--- config.mk ---
export PLATFORM = sky130hd
export DESIGN_NAME = matrix_multiply
export DESIGN_NICKNAME = d
export VERILOG_FILES = /design/src/mm_pkg.sv /design/src/mm_ram.sv /design/src/mm_seq.sv /design/src/mm_datapath.sv /design/src/matrix_multiply.sv
export SDC_FILE = /design/constraint.sdc
export NUM_CORES = 2
export LEC_CHECK = 0
export BUFFER_PORTS_ARGS = -buffer_cell sky130_fd_sc_hd__clkbuf_2
export CAP_MARGIN = 15
export CORE_MARGIN = 4
export CORE_UTILIZATION = 52
export CTS_CLUSTER_DIAMETER = 80
export DETAILED_ROUTE_END_ITERATION = 10
export PLACE_DENSITY = 0.73
export SYNTH_ARGS = -nofsm -noshare
export SYNTH_HDL_FRONTEND = slang
export SYNTH_SLANG_ARGS = --single-unit
--- constraint.sdc ---
create_clock -name clk -period 5.4 [get_ports clk]
set_input_delay 0.54 -clock clk [delete_from_list [all_inputs] [get_ports clk]]
set_output_delay 0.54 -clock clk [all_outputs]
set_load 0.02 [all_outputs]
--- src/mm_pkg.sv ---
// mm_pkg: shared sizes, config codes, control word layout and the microcode rom
// for the matrix multiply block. No dependencies.
`default_nettype none

package mm_pkg;

    localparam int MAX_DIM   = 8;
    localparam int ELEM_BITS = 16;

    localparam int DIM_W   = $clog2(MAX_DIM + 1);
    localparam int IDX_W   = $clog2(MAX_DIM);
    localparam int ADDR_W  = $clog2(MAX_DIM * MAX_DIM);
    localparam int DEPTH   = MAX_DIM * MAX_DIM;
    localparam int LEN_W   = 2 * DIM_W;
    localparam int PROD_W  = 2 * ELEM_BITS;
    localparam int SUM_W   = 40;

    localparam int CFG_IDX_W  = 2;
    localparam int CFG_DATA_W = 4;

    localparam logic [CFG_IDX_W-1:0]  REG_ROWS_A    = 2'd0;
    localparam logic [CFG_IDX_W-1:0]  REG_INNER_LEN = 2'd1;
    localparam logic [CFG_IDX_W-1:0]  REG_COLS_B    = 2'd2;
    localparam logic [CFG_DATA_W-1:0] CFG_RESET     = 4'd8;

    localparam int PC_W = 3;
    localparam logic [PC_W-1:0] STEP_INIT = 3'd0;
    localparam logic [PC_W-1:0] STEP_ELEM = 3'd1;
    localparam logic [PC_W-1:0] STEP_READ = 3'd2;
    localparam logic [PC_W-1:0] STEP_MUL  = 3'd3;
    localparam logic [PC_W-1:0] STEP_ACC  = 3'd4;
    localparam logic [PC_W-1:0] STEP_EMIT = 3'd5;
    localparam logic [PC_W-1:0] STEP_NEXT = 3'd6;
    localparam logic [PC_W-1:0] STEP_DONE = 3'd7;

    typedef enum logic [1:0] {
        COND_NONE,
        COND_MORE_TERMS,
        COND_OUT_BUSY,
        COND_NOT_LAST
    } cond_t;

    typedef struct packed {
        logic init_idx;
        logic start_elem;
        logic mem_rd;
        logic mul_en;
        logic acc_en;
        logic emit;
    } ctrl_t;

    typedef struct packed {
        logic more_terms;
        logic out_busy;
        logic last;
    } status_t;

    typedef struct packed {
        ctrl_t             ctrl;
        logic              done;
        cond_t             cond;
        logic [PC_W-1:0]   target;
    } ucode_t;

    typedef struct packed {
        logic [DIM_W-1:0] m;
        logic [DIM_W-1:0] k;
        logic [DIM_W-1:0] n;
    } dims_t;

    // zero reads as one, anything above the maximum as the maximum
    function automatic logic [DIM_W-1:0] eff_dim(input logic [CFG_DATA_W-1:0] v);
        logic [DIM_W-1:0] r;
        if (v == '0)
            r = DIM_W'(1);
        else if (32'(v) > MAX_DIM)
            r = DIM_W'(MAX_DIM);
        else
            r = DIM_W'(v);
        return r;
    endfunction

    function automatic ucode_t ucode_rom(input logic [PC_W-1:0] pc);
        ucode_t w;
        w = '0;
        w.cond = COND_NONE;
        case (pc)
            STEP_INIT: w.ctrl.init_idx = 1'b1;
            STEP_ELEM: w.ctrl.start_elem = 1'b1;
            STEP_READ: w.ctrl.mem_rd = 1'b1;
            STEP_MUL:  w.ctrl.mul_en = 1'b1;
            STEP_ACC:
            begin
                w.ctrl.acc_en = 1'b1;
                w.cond        = COND_MORE_TERMS;
                w.target      = STEP_READ;
            end
            STEP_EMIT:
            begin
                w.ctrl.emit = 1'b1;
                w.cond      = COND_OUT_BUSY;
                w.target    = STEP_EMIT;
            end
            STEP_NEXT:
            begin
                w.cond   = COND_NOT_LAST;
                w.target = STEP_ELEM;
            end
            STEP_DONE: w.done = 1'b1;
            default:   w.done = 1'b1;
        endcase
        return w;
    endfunction

endpackage

`default_nettype wire

--- src/mm_ram.sv ---
// mm_ram: generic single-write, single-read memory with registered read data.
// No dependencies.
`default_nettype none

module mm_ram #(
    parameter int WIDTH = 16,
    parameter int DEPTH = 64
) (
    input  wire logic                     clk,
    input  wire logic                     wr_en,
    input  wire logic [$clog2(DEPTH)-1:0] wr_addr,
    input  wire logic [WIDTH-1:0]         wr_data,
    input  wire logic                     rd_en,
    input  wire logic [$clog2(DEPTH)-1:0] rd_addr,
    output logic      [WIDTH-1:0]         rd_data
);

    logic [WIDTH-1:0] mem [DEPTH];

    always_ff @(posedge clk)
    begin
        if (wr_en)
            mem[wr_addr] <= wr_data;
        if (rd_en)
            rd_data <= mem[rd_addr];
    end

endmodule

`default_nettype wire

--- src/mm_seq.sv ---
// mm_seq: step counter and microcode rom that drive the multiply datapath.
// Depends on mm_pkg.
`default_nettype none

module mm_seq (
    input  wire logic            clk,
    input  wire logic            rst_n,
    input  wire logic            start,
    input  wire mm_pkg::status_t status,
    output mm_pkg::ctrl_t        ctrl,
    output logic                 running
);

    logic                    running_reg;
    logic [mm_pkg::PC_W-1:0] pc_reg;
    logic [mm_pkg::PC_W-1:0] pc_next;
    mm_pkg::ucode_t          word;
    logic                    cond_true;

    assign word = mm_pkg::ucode_rom(pc_reg);

    always_comb
    begin
        case (word.cond)
            mm_pkg::COND_MORE_TERMS: cond_true = status.more_terms;
            mm_pkg::COND_OUT_BUSY:   cond_true = status.out_busy;
            mm_pkg::COND_NOT_LAST:   cond_true = !status.last;
            default:                 cond_true = 1'b0;
        endcase
        pc_next = cond_true ? word.target : pc_reg + 1'b1;
    end

    always_comb
    begin
        ctrl = running_reg ? word.ctrl : '0;
        // hold the result until the output register frees up
        ctrl.emit = running_reg && word.ctrl.emit && !status.out_busy;
    end

    always_ff @(posedge clk or negedge rst_n)
    begin
        if (!rst_n)
        begin
            running_reg <= 1'b0;
            pc_reg      <= mm_pkg::STEP_INIT;
        end
        else if (start)
        begin
            running_reg <= 1'b1;
            pc_reg      <= mm_pkg::STEP_INIT;
        end
        else if (running_reg)
        begin
            if (word.done)
                running_reg <= 1'b0;
            pc_reg <= pc_next;
        end
    end

    assign running = running_reg;

endmodule

`default_nettype wire

--- src/mm_datapath.sv ---
// mm_datapath: index counters, multiplier, accumulator and output register.
// Depends on mm_pkg; operands come from the two mm_ram stores.
`default_nettype none

module mm_datapath (
    input  wire logic                            clk,
    input  wire logic                            rst_n,
    input  wire mm_pkg::ctrl_t                   ctrl,
    input  wire mm_pkg::dims_t                   dims,
    input  wire logic [mm_pkg::ELEM_BITS-1:0]    a_data,
    input  wire logic [mm_pkg::ELEM_BITS-1:0]    b_data,
    output logic      [mm_pkg::ADDR_W-1:0]       a_addr,
    output logic      [mm_pkg::ADDR_W-1:0]       b_addr,
    output mm_pkg::status_t                      status,
    output logic                                 out_valid,
    input  wire logic                            out_ready,
    output logic      [mm_pkg::IDX_W-1:0]        out_row,
    output logic      [mm_pkg::IDX_W-1:0]        out_col,
    output logic signed [mm_pkg::SUM_W-1:0]      product_value,
    output logic                                 final_flag
);

    logic [mm_pkg::IDX_W-1:0]         i_reg;
    logic [mm_pkg::IDX_W-1:0]         j_reg;
    logic [mm_pkg::IDX_W-1:0]         t_reg;
    logic [mm_pkg::ADDR_W-1:0]        abase_reg;
    logic [mm_pkg::ADDR_W-1:0]        a_addr_reg;
    logic [mm_pkg::ADDR_W-1:0]        b_addr_reg;
    logic signed [mm_pkg::PROD_W-1:0] prod_reg;
    logic signed [mm_pkg::SUM_W-1:0]  acc_reg;
    logic                             last_reg;
    logic                             out_valid_reg;
    logic [mm_pkg::IDX_W-1:0]         out_row_reg;
    logic [mm_pkg::IDX_W-1:0]         out_col_reg;
    logic signed [mm_pkg::SUM_W-1:0]  out_value_reg;
    logic                             out_final_reg;

    logic row_end;
    logic col_end;
    logic last_now;

    assign row_end  = (i_reg == mm_pkg::IDX_W'(dims.m - 1'b1));
    assign col_end  = (j_reg == mm_pkg::IDX_W'(dims.n - 1'b1));
    assign last_now = row_end && col_end;

    assign status.more_terms = (t_reg != mm_pkg::IDX_W'(dims.k - 1'b1));
    assign status.out_busy   = out_valid_reg && !out_ready;
    assign status.last       = last_reg;

    always_ff @(posedge clk or negedge rst_n)
    begin
        if (!rst_n)
            out_valid_reg <= 1'b0;
        else if (ctrl.emit)
            out_valid_reg <= 1'b1;
        else if (out_ready)
            out_valid_reg <= 1'b0;
    end

    always_ff @(posedge clk)
    begin
        if (ctrl.init_idx)
        begin
            i_reg     <= '0;
            j_reg     <= '0;
            abase_reg <= '0;
        end
        if (ctrl.start_elem)
        begin
            t_reg      <= '0;
            a_addr_reg <= abase_reg;
            b_addr_reg <= mm_pkg::ADDR_W'(j_reg);
            acc_reg    <= '0;
        end
        if (ctrl.mul_en)
            prod_reg <= $signed(a_data) * $signed(b_data);
        if (ctrl.acc_en)
        begin
            acc_reg    <= acc_reg + mm_pkg::SUM_W'(prod_reg);
            t_reg      <= t_reg + 1'b1;
            a_addr_reg <= a_addr_reg + 1'b1;
            // next row of b sits one row length further on
            b_addr_reg <= b_addr_reg + mm_pkg::ADDR_W'(dims.n);
        end
        if (ctrl.emit)
        begin
            out_row_reg   <= i_reg;
            out_col_reg   <= j_reg;
            out_value_reg <= acc_reg;
            out_final_reg <= last_now;
            last_reg      <= last_now;
            if (col_end)
            begin
                j_reg     <= '0;
                i_reg     <= i_reg + 1'b1;
                abase_reg <= abase_reg + mm_pkg::ADDR_W'(dims.k);
            end
            else
            begin
                j_reg <= j_reg + 1'b1;
            end
        end
    end

    assign a_addr        = a_addr_reg;
    assign b_addr        = b_addr_reg;
    assign out_valid     = out_valid_reg;
    assign out_row       = out_row_reg;
    assign out_col       = out_col_reg;
    assign product_value = out_value_reg;
    assign final_flag    = out_final_reg;

endmodule

`default_nettype wire

--- src/matrix_multiply.sv ---
// matrix_multiply: loads A then B one element per cycle while the sequencer is idle;
// after the last B element the microcoded sequencer works out C in row-major order,
// each term going through the read, multiply and accumulate steps.
// Reset clears the load count and the sequencer and sets all sizes to 8; store
// contents stay undefined until written, with no clearing pass.
`default_nettype none

module matrix_multiply (
    input  wire logic                                 clk,
    input  wire logic                                 rst_n,
    input  wire logic                                 cfg_valid,
    output logic                                      cfg_ready,
    input  wire logic [mm_pkg::CFG_IDX_W-1:0]         cfg_index,
    input  wire logic [mm_pkg::CFG_DATA_W-1:0]        cfg_data,
    input  wire logic                                 in_valid,
    output logic                                      in_ready,
    input  wire logic signed [mm_pkg::ELEM_BITS-1:0]  element,
    output logic                                      out_valid,
    input  wire logic                                 out_ready,
    output logic [mm_pkg::IDX_W-1:0]                  out_row,
    output logic [mm_pkg::IDX_W-1:0]                  out_col,
    output logic signed [mm_pkg::SUM_W-1:0]           product_value,
    output logic                                      final_flag
);

    mm_pkg::dims_t            dims_reg;
    logic [mm_pkg::ADDR_W-1:0] idx_reg;
    logic                     phase_b_reg;
    logic [mm_pkg::LEN_W-1:0] a_len;
    logic [mm_pkg::LEN_W-1:0] b_len;
    logic [mm_pkg::LEN_W-1:0] idx_plus;
    logic                     cfg_fire;
    logic                     cfg_hit;
    logic                     in_fire;
    logic                     a_wr;
    logic                     b_wr;
    logic                     start;
    logic                     running;
    mm_pkg::ctrl_t            ctrl;
    mm_pkg::status_t          status;
    logic [mm_pkg::ADDR_W-1:0]    a_addr;
    logic [mm_pkg::ADDR_W-1:0]    b_addr;
    logic [mm_pkg::ELEM_BITS-1:0] a_data;
    logic [mm_pkg::ELEM_BITS-1:0] b_data;

    assign cfg_ready = 1'b1;
    assign in_ready  = !running;
    assign cfg_fire  = cfg_valid && cfg_ready;
    assign cfg_hit   = cfg_fire && (cfg_index == mm_pkg::REG_ROWS_A
                                    || cfg_index == mm_pkg::REG_INNER_LEN
                                    || cfg_index == mm_pkg::REG_COLS_B);
    assign in_fire   = in_valid && in_ready;

    assign a_len    = dims_reg.m * dims_reg.k;
    assign b_len    = dims_reg.k * dims_reg.n;
    assign idx_plus = mm_pkg::LEN_W'(idx_reg) + 1'b1;

    assign a_wr  = in_fire && !phase_b_reg;
    assign b_wr  = in_fire && phase_b_reg;
    assign start = b_wr && (idx_plus == b_len) && !cfg_hit;

    always_ff @(posedge clk or negedge rst_n)
    begin
        if (!rst_n)
        begin
            dims_reg.m  <= mm_pkg::eff_dim(mm_pkg::CFG_RESET);
            dims_reg.k  <= mm_pkg::eff_dim(mm_pkg::CFG_RESET);
            dims_reg.n  <= mm_pkg::eff_dim(mm_pkg::CFG_RESET);
            idx_reg     <= '0;
            phase_b_reg <= 1'b0;
        end
        else if (cfg_hit)
        begin
            case (cfg_index)
                mm_pkg::REG_ROWS_A:    dims_reg.m <= mm_pkg::eff_dim(cfg_data);
                mm_pkg::REG_INNER_LEN: dims_reg.k <= mm_pkg::eff_dim(cfg_data);
                mm_pkg::REG_COLS_B:    dims_reg.n <= mm_pkg::eff_dim(cfg_data);
                default:               dims_reg   <= dims_reg;
            endcase
            // a size change restarts the load
            idx_reg     <= '0;
            phase_b_reg <= 1'b0;
        end
        else if (in_fire)
        begin
            if (idx_plus == (phase_b_reg ? b_len : a_len))
            begin
                idx_reg     <= '0;
                phase_b_reg <= !phase_b_reg;
            end
            else
            begin
                idx_reg <= idx_reg + 1'b1;
            end
        end
    end

    mm_ram #(
        .WIDTH (mm_pkg::ELEM_BITS),
        .DEPTH (mm_pkg::DEPTH)
    ) u_a_store (
        .clk     (clk),
        .wr_en   (a_wr),
        .wr_addr (idx_reg),
        .wr_data (element),
        .rd_en   (ctrl.mem_rd),
        .rd_addr (a_addr),
        .rd_data (a_data)
    );

    mm_ram #(
        .WIDTH (mm_pkg::ELEM_BITS),
        .DEPTH (mm_pkg::DEPTH)
    ) u_b_store (
        .clk     (clk),
        .wr_en   (b_wr),
        .wr_addr (idx_reg),
        .wr_data (element),
        .rd_en   (ctrl.mem_rd),
        .rd_addr (b_addr),
        .rd_data (b_data)
    );

    mm_seq u_seq (
        .clk     (clk),
        .rst_n   (rst_n),
        .start   (start),
        .status  (status),
        .ctrl    (ctrl),
        .running (running)
    );

    mm_datapath u_datapath (
        .clk           (clk),
        .rst_n         (rst_n),
        .ctrl          (ctrl),
        .dims          (dims_reg),
        .a_data        (a_data),
        .b_data        (b_data),
        .a_addr        (a_addr),
        .b_addr        (b_addr),
        .status        (status),
        .out_valid     (out_valid),
        .out_ready     (out_ready),
        .out_row       (out_row),
        .out_col       (out_col),
        .product_value (product_value),
        .final_flag    (final_flag)
    );

endmodule

`default_nettype wire

==> metrics.log <==
INFO  metric grt_overflow = 0
INFO  metric synth_edf_count = 2,217
INFO  metric hold_viol = 0
INFO  metric worst-slew-pin-transition = 1190 ps
INFO  metric area_of_the_multi_input_gates = a little under 30,000 um^2
INFO  metric synth.largest_area_cell = edfxtp_1
INFO  metric cts-buffers-inserted = 210
INFO  metric cp_slowest_cell = fa_1
INFO  metric routabilityCongestion = 0.897
INFO  metric power_density_over_cell_area = 512 nW/um^2
INFO  metric synth.yosys.seq_area_share = 0.684
INFO  metric tritoncts = built
INFO  metric routedWlPerCell = 28.7 um
INFO  metric max-clock-path-buffers = 3
INFO  metric cts_max_level = 4
INFO  metric number_of_global_route_vias_before_repair = roughly 50,000
INFO  metric internal_power = approximately 40 mW
INFO  metric clock_power_share = 0.260
INFO  metric synth_top_area_share = 0.676
INFO  metric totalNegativeSetupSlack = -3790 ps
INFO  metric final.min_clock_period = 5840 ps
INFO  metric netlist-cell-type-count = 72
INFO  metric grt_antenna_before_repair = 11
INFO  metric startpoint_type = register
INFO  metric grt_setup_unrepaired = yes
INFO  metric cp_slowest_stage_delay = ~520 ps
INFO  metric setup.worst_path.start = u_b_store.rd_data[4]$_DFFE_PP_
INFO  metric crit_fanout = 7
INFO  metric clkLatencyLatePin = 860 ps
INFO  metric routed_wl = between 200,000 and 250,000 um
INFO  metric timing.critical_path.cells = buf_6, and2_4, fa_1, inv_1, fa_1, fa_1, inv_2, fa_1, fa_1, inv_1, fa_1, inv_2, ha_4, a21o_1, a21o_1, a21oi_2, a311oi_2, o211ai_1, nand2_2, a211o_1, a21oi_2, xnor2_1
INFO  metric worst_hold_path_type = in2reg
INFO  metric final_nets = 5,950
INFO  metric timing.final.ws_setup = -436 ps
INFO  metric worstSetupPathType = reg2reg
INFO  metric synth_seq_cells = 2,250
INFO  metric register_area = 67,400 um^2
INFO  metric worst_setup_path_end_kind = register
INFO  metric yosys-top-cells-area = edfxtp_1 (68%), mux4_2 (15%), fa_1 (5.5%), ha_1 (2.1%), inv_1 (1.3%)
INFO  metric ir_drop = 1.04 mV
INFO  metric slew_viol_final = 0
INFO  metric route.detailed.drc = 0
INFO  metric failed_checks = setup timing
INFO  metric async_reset_ff_frac = 0.0107
INFO  metric dp_hpwl = 142,000 um
INFO  metric track_usage = 0.242
INFO  metric drt-vias-per-instance = 6.09
INFO  metric required = 5990 ps
INFO  metric worst_path_dominant_cell_family = adder cells
INFO  metric max_cap_violations = 0
INFO  metric path_common_cell = fa_1
INFO  metric cp.buffers_inverters = 5
INFO  metric area_grow_syn2layout = 13.6%
INFO  metric synth.avg_cell_area = 19.5 um^2
INFO  metric run_status = complete, but fails checks
INFO  metric die_width = 443 um
INFO  metric maximum_number_of_pins_on_one_net_before_global_route_repair = between 90 and 100
INFO  metric power.sequential.fraction = 0.357
INFO  metric cts.sink_count = 2,250
INFO  metric leading_post_synthesis_cells_by_instance_count = edfxtp_1 (2,217), mux4_2 (672), inv_1 (345), fa_1 (273), nor2_1 (229)
INFO  metric final_critical_path_share_of_the_clock_period = 1.08
INFO  metric core.rowCount = 159
INFO  metric net_switching_power = 17.6 mW
INFO  metric finalPower = 57.3 mW
INFO  metric floorplan.die.height = between 400 and 500 um
INFO  metric power.share.combinational = 0.383
INFO  metric postRouteAntennaNets = 0
INFO  metric worst_case_clock_skew = 34.5 ps
INFO  metric fp.coreArea = 188,000 um^2
INFO  metric synthesis.yosys.warnings = 0
INFO  metric critical_path.reg2reg.startpoint = u_b_store.rd_data[4]$_DFFE_PP_
INFO  metric num_vias = roughly 50,000
INFO  metric cts.root.buffer_cell = clkbuf_16
INFO  metric drtIter0Drc = 5,611
INFO  metric die-area = between 150,000 and 200,000 um^2
INFO  metric top_regs = u_a_store.mem x1024, u_b_store.mem x1024
INFO  metric clkTransAtPathRegs = 60 ps
INFO  metric maxSlewHeadroom = 0.205
INFO  metric synth_flop_cell = edfxtp_1
INFO  metric timing.fmax = about 170 MHz
INFO  metric wire_length_of_the_first_global_routing_pass = around 350,000 um
INFO  metric syn_inst = 5,049
INFO  metric post-synth-top-count-cell = edfxtp_1
INFO  metric design.portCount = 77
INFO  metric drive_gt1_frac = 0.279
INFO  metric utilization = 0.595
INFO  metric hold_path.startpoint = cfg_data[0]
INFO  metric synth.net_count = 5,516
INFO  metric mappedNetlistArea = approximately 98,000 um^2
INFO  metric total_leakage_power = 38.2 nW
INFO  metric setup_viols_final = 14
INFO  metric initial_core_util = 0.524
INFO  metric critical_path_arrival = between 6000 and 7000 ps
INFO  metric first_pass_iters = 6
INFO  metric swShare = 0.307
INFO  metric port_buffers = 75
INFO  metric filler_cell_count = 13,000
per-stage QoR:
| step | worst slack, ps | instances | area (um^2) | hold slack [ps] |
|---|---|---|---|---|
| 2_1_floorplan | -253 | 5049 | 98700 | 244 |
| 3_3_place_gp | -691 | 7729 | 104000 | 444 |
| 3_5_place_dp | -694 | 7729 | 104000 | 447 |
| 4_1_cts | -505 | 8141 | 112000 | 0.0762 |
| 5_1_grt | -662 | 8152 | 112000 | 34.9 |
| 6_report | -436 | 8156 | 112000 | 59.2 |
worst paths after layout:
path | to | slack, ps | cells after the start
setup / recovery | u_datapath.prod_reg[30]$_DFFE_PP_ | -440 | 22
hold / removal | dims_reg[8]$_DFFE_PN0P_ | 60 | 3
setup reg to reg | u_datapath.prod_reg[30]$_DFFE_PP_ | -440 | 22
hold reg to reg | u_datapath.product_value[0]$_DFFE_PP_ | 460 | 0
max in group asynchronous | idx_reg[5]$_DFFE_PN0P_ | 4500 | 2
min in group asynchronous | dims_reg[4]$_DFFE_PN0P_ | 410 | 2
cell usage in the layout, fill, tap and decap left out, drive strengths merged, types with 60 or more instances in the layout:
cell type  instances
nor2             229
mux4             672
edfxtp          2217
clkinv            93
o21ai             60
fa               273
and2             151
a21oi             83
xnor2             67
ha               167
buf              383
clkbuf           311
nand2            195
inv              358
repair_timing:
action,in CTS,in global routing
hold buffers,3,0
endpoints found under the hold margin,25,0
setup buffers,26,11
pin swaps,68,44
setup endpoints to repair,17,18
gates resized for setup,90,48
layer usage:
layer / wire (um) / vias up / track usage / share of wire
met3: 23500 / 387 / 0.0547 / 0.10
met5: 27 / - / 0 / 0.00012
met4: 7140 / 4 / 0.0722 / 0.030
li1: - / 20600 / - / -
met1: 91200 / 26100 / 0.345 / 0.39
met2: 112000 / 2565 / 0.379 / 0.48
worst min-delay path: cells and delay by family:
kind	cells	cell delay (ps)
AOI/OAI and AO/OA	2	250
buffers and inverters	1	80
final cells by class:
class / count / area share
Clock buffer: 252 / 0.0492
Inverter: 345 / 0.0116
Multi-Input combinational cell: 2231 / 0.264
Sequential cell: 2250 / 0.602
Clock inverter: 133 / 0.0130
Timing Repair Buffer: 445 / 0.0324
Antenna cell: 5 / 0.000112
Tap cell: 2495 / 0.0279
power by group through the flow:
stage          registers (mW)  logic, mW  clock network (mW)
4_1_cts                  20.4       21.2                15.1
6_report                 20.4       22.0                14.9
2_1_floorplan            20.7       12.9                   0
5_1_grt                  20.5       24.4                15.9
3_3_place_gp             20.8       19.0                   0
3_5_place_dp             20.8       19.3                   0
cell families (layout without fill, tap and decap cells):
kind of cell,after synthesis,in the layout,share of synthesized area
adder cells (fa/ha/maj),440,440,0.0767
buffers and inverters,568,1175,0.0224
other,1,6,0.0000381
XOR/XNOR,113,113,0.0100
multiplexers,680,680,0.155
AND/OR/NAND/NOR,737,737,0.0357
flip-flops,2250,2250,0.684
AO/OA/AOI/OAI,260,260,0.0168
Power figures use the tool's default switching activity.
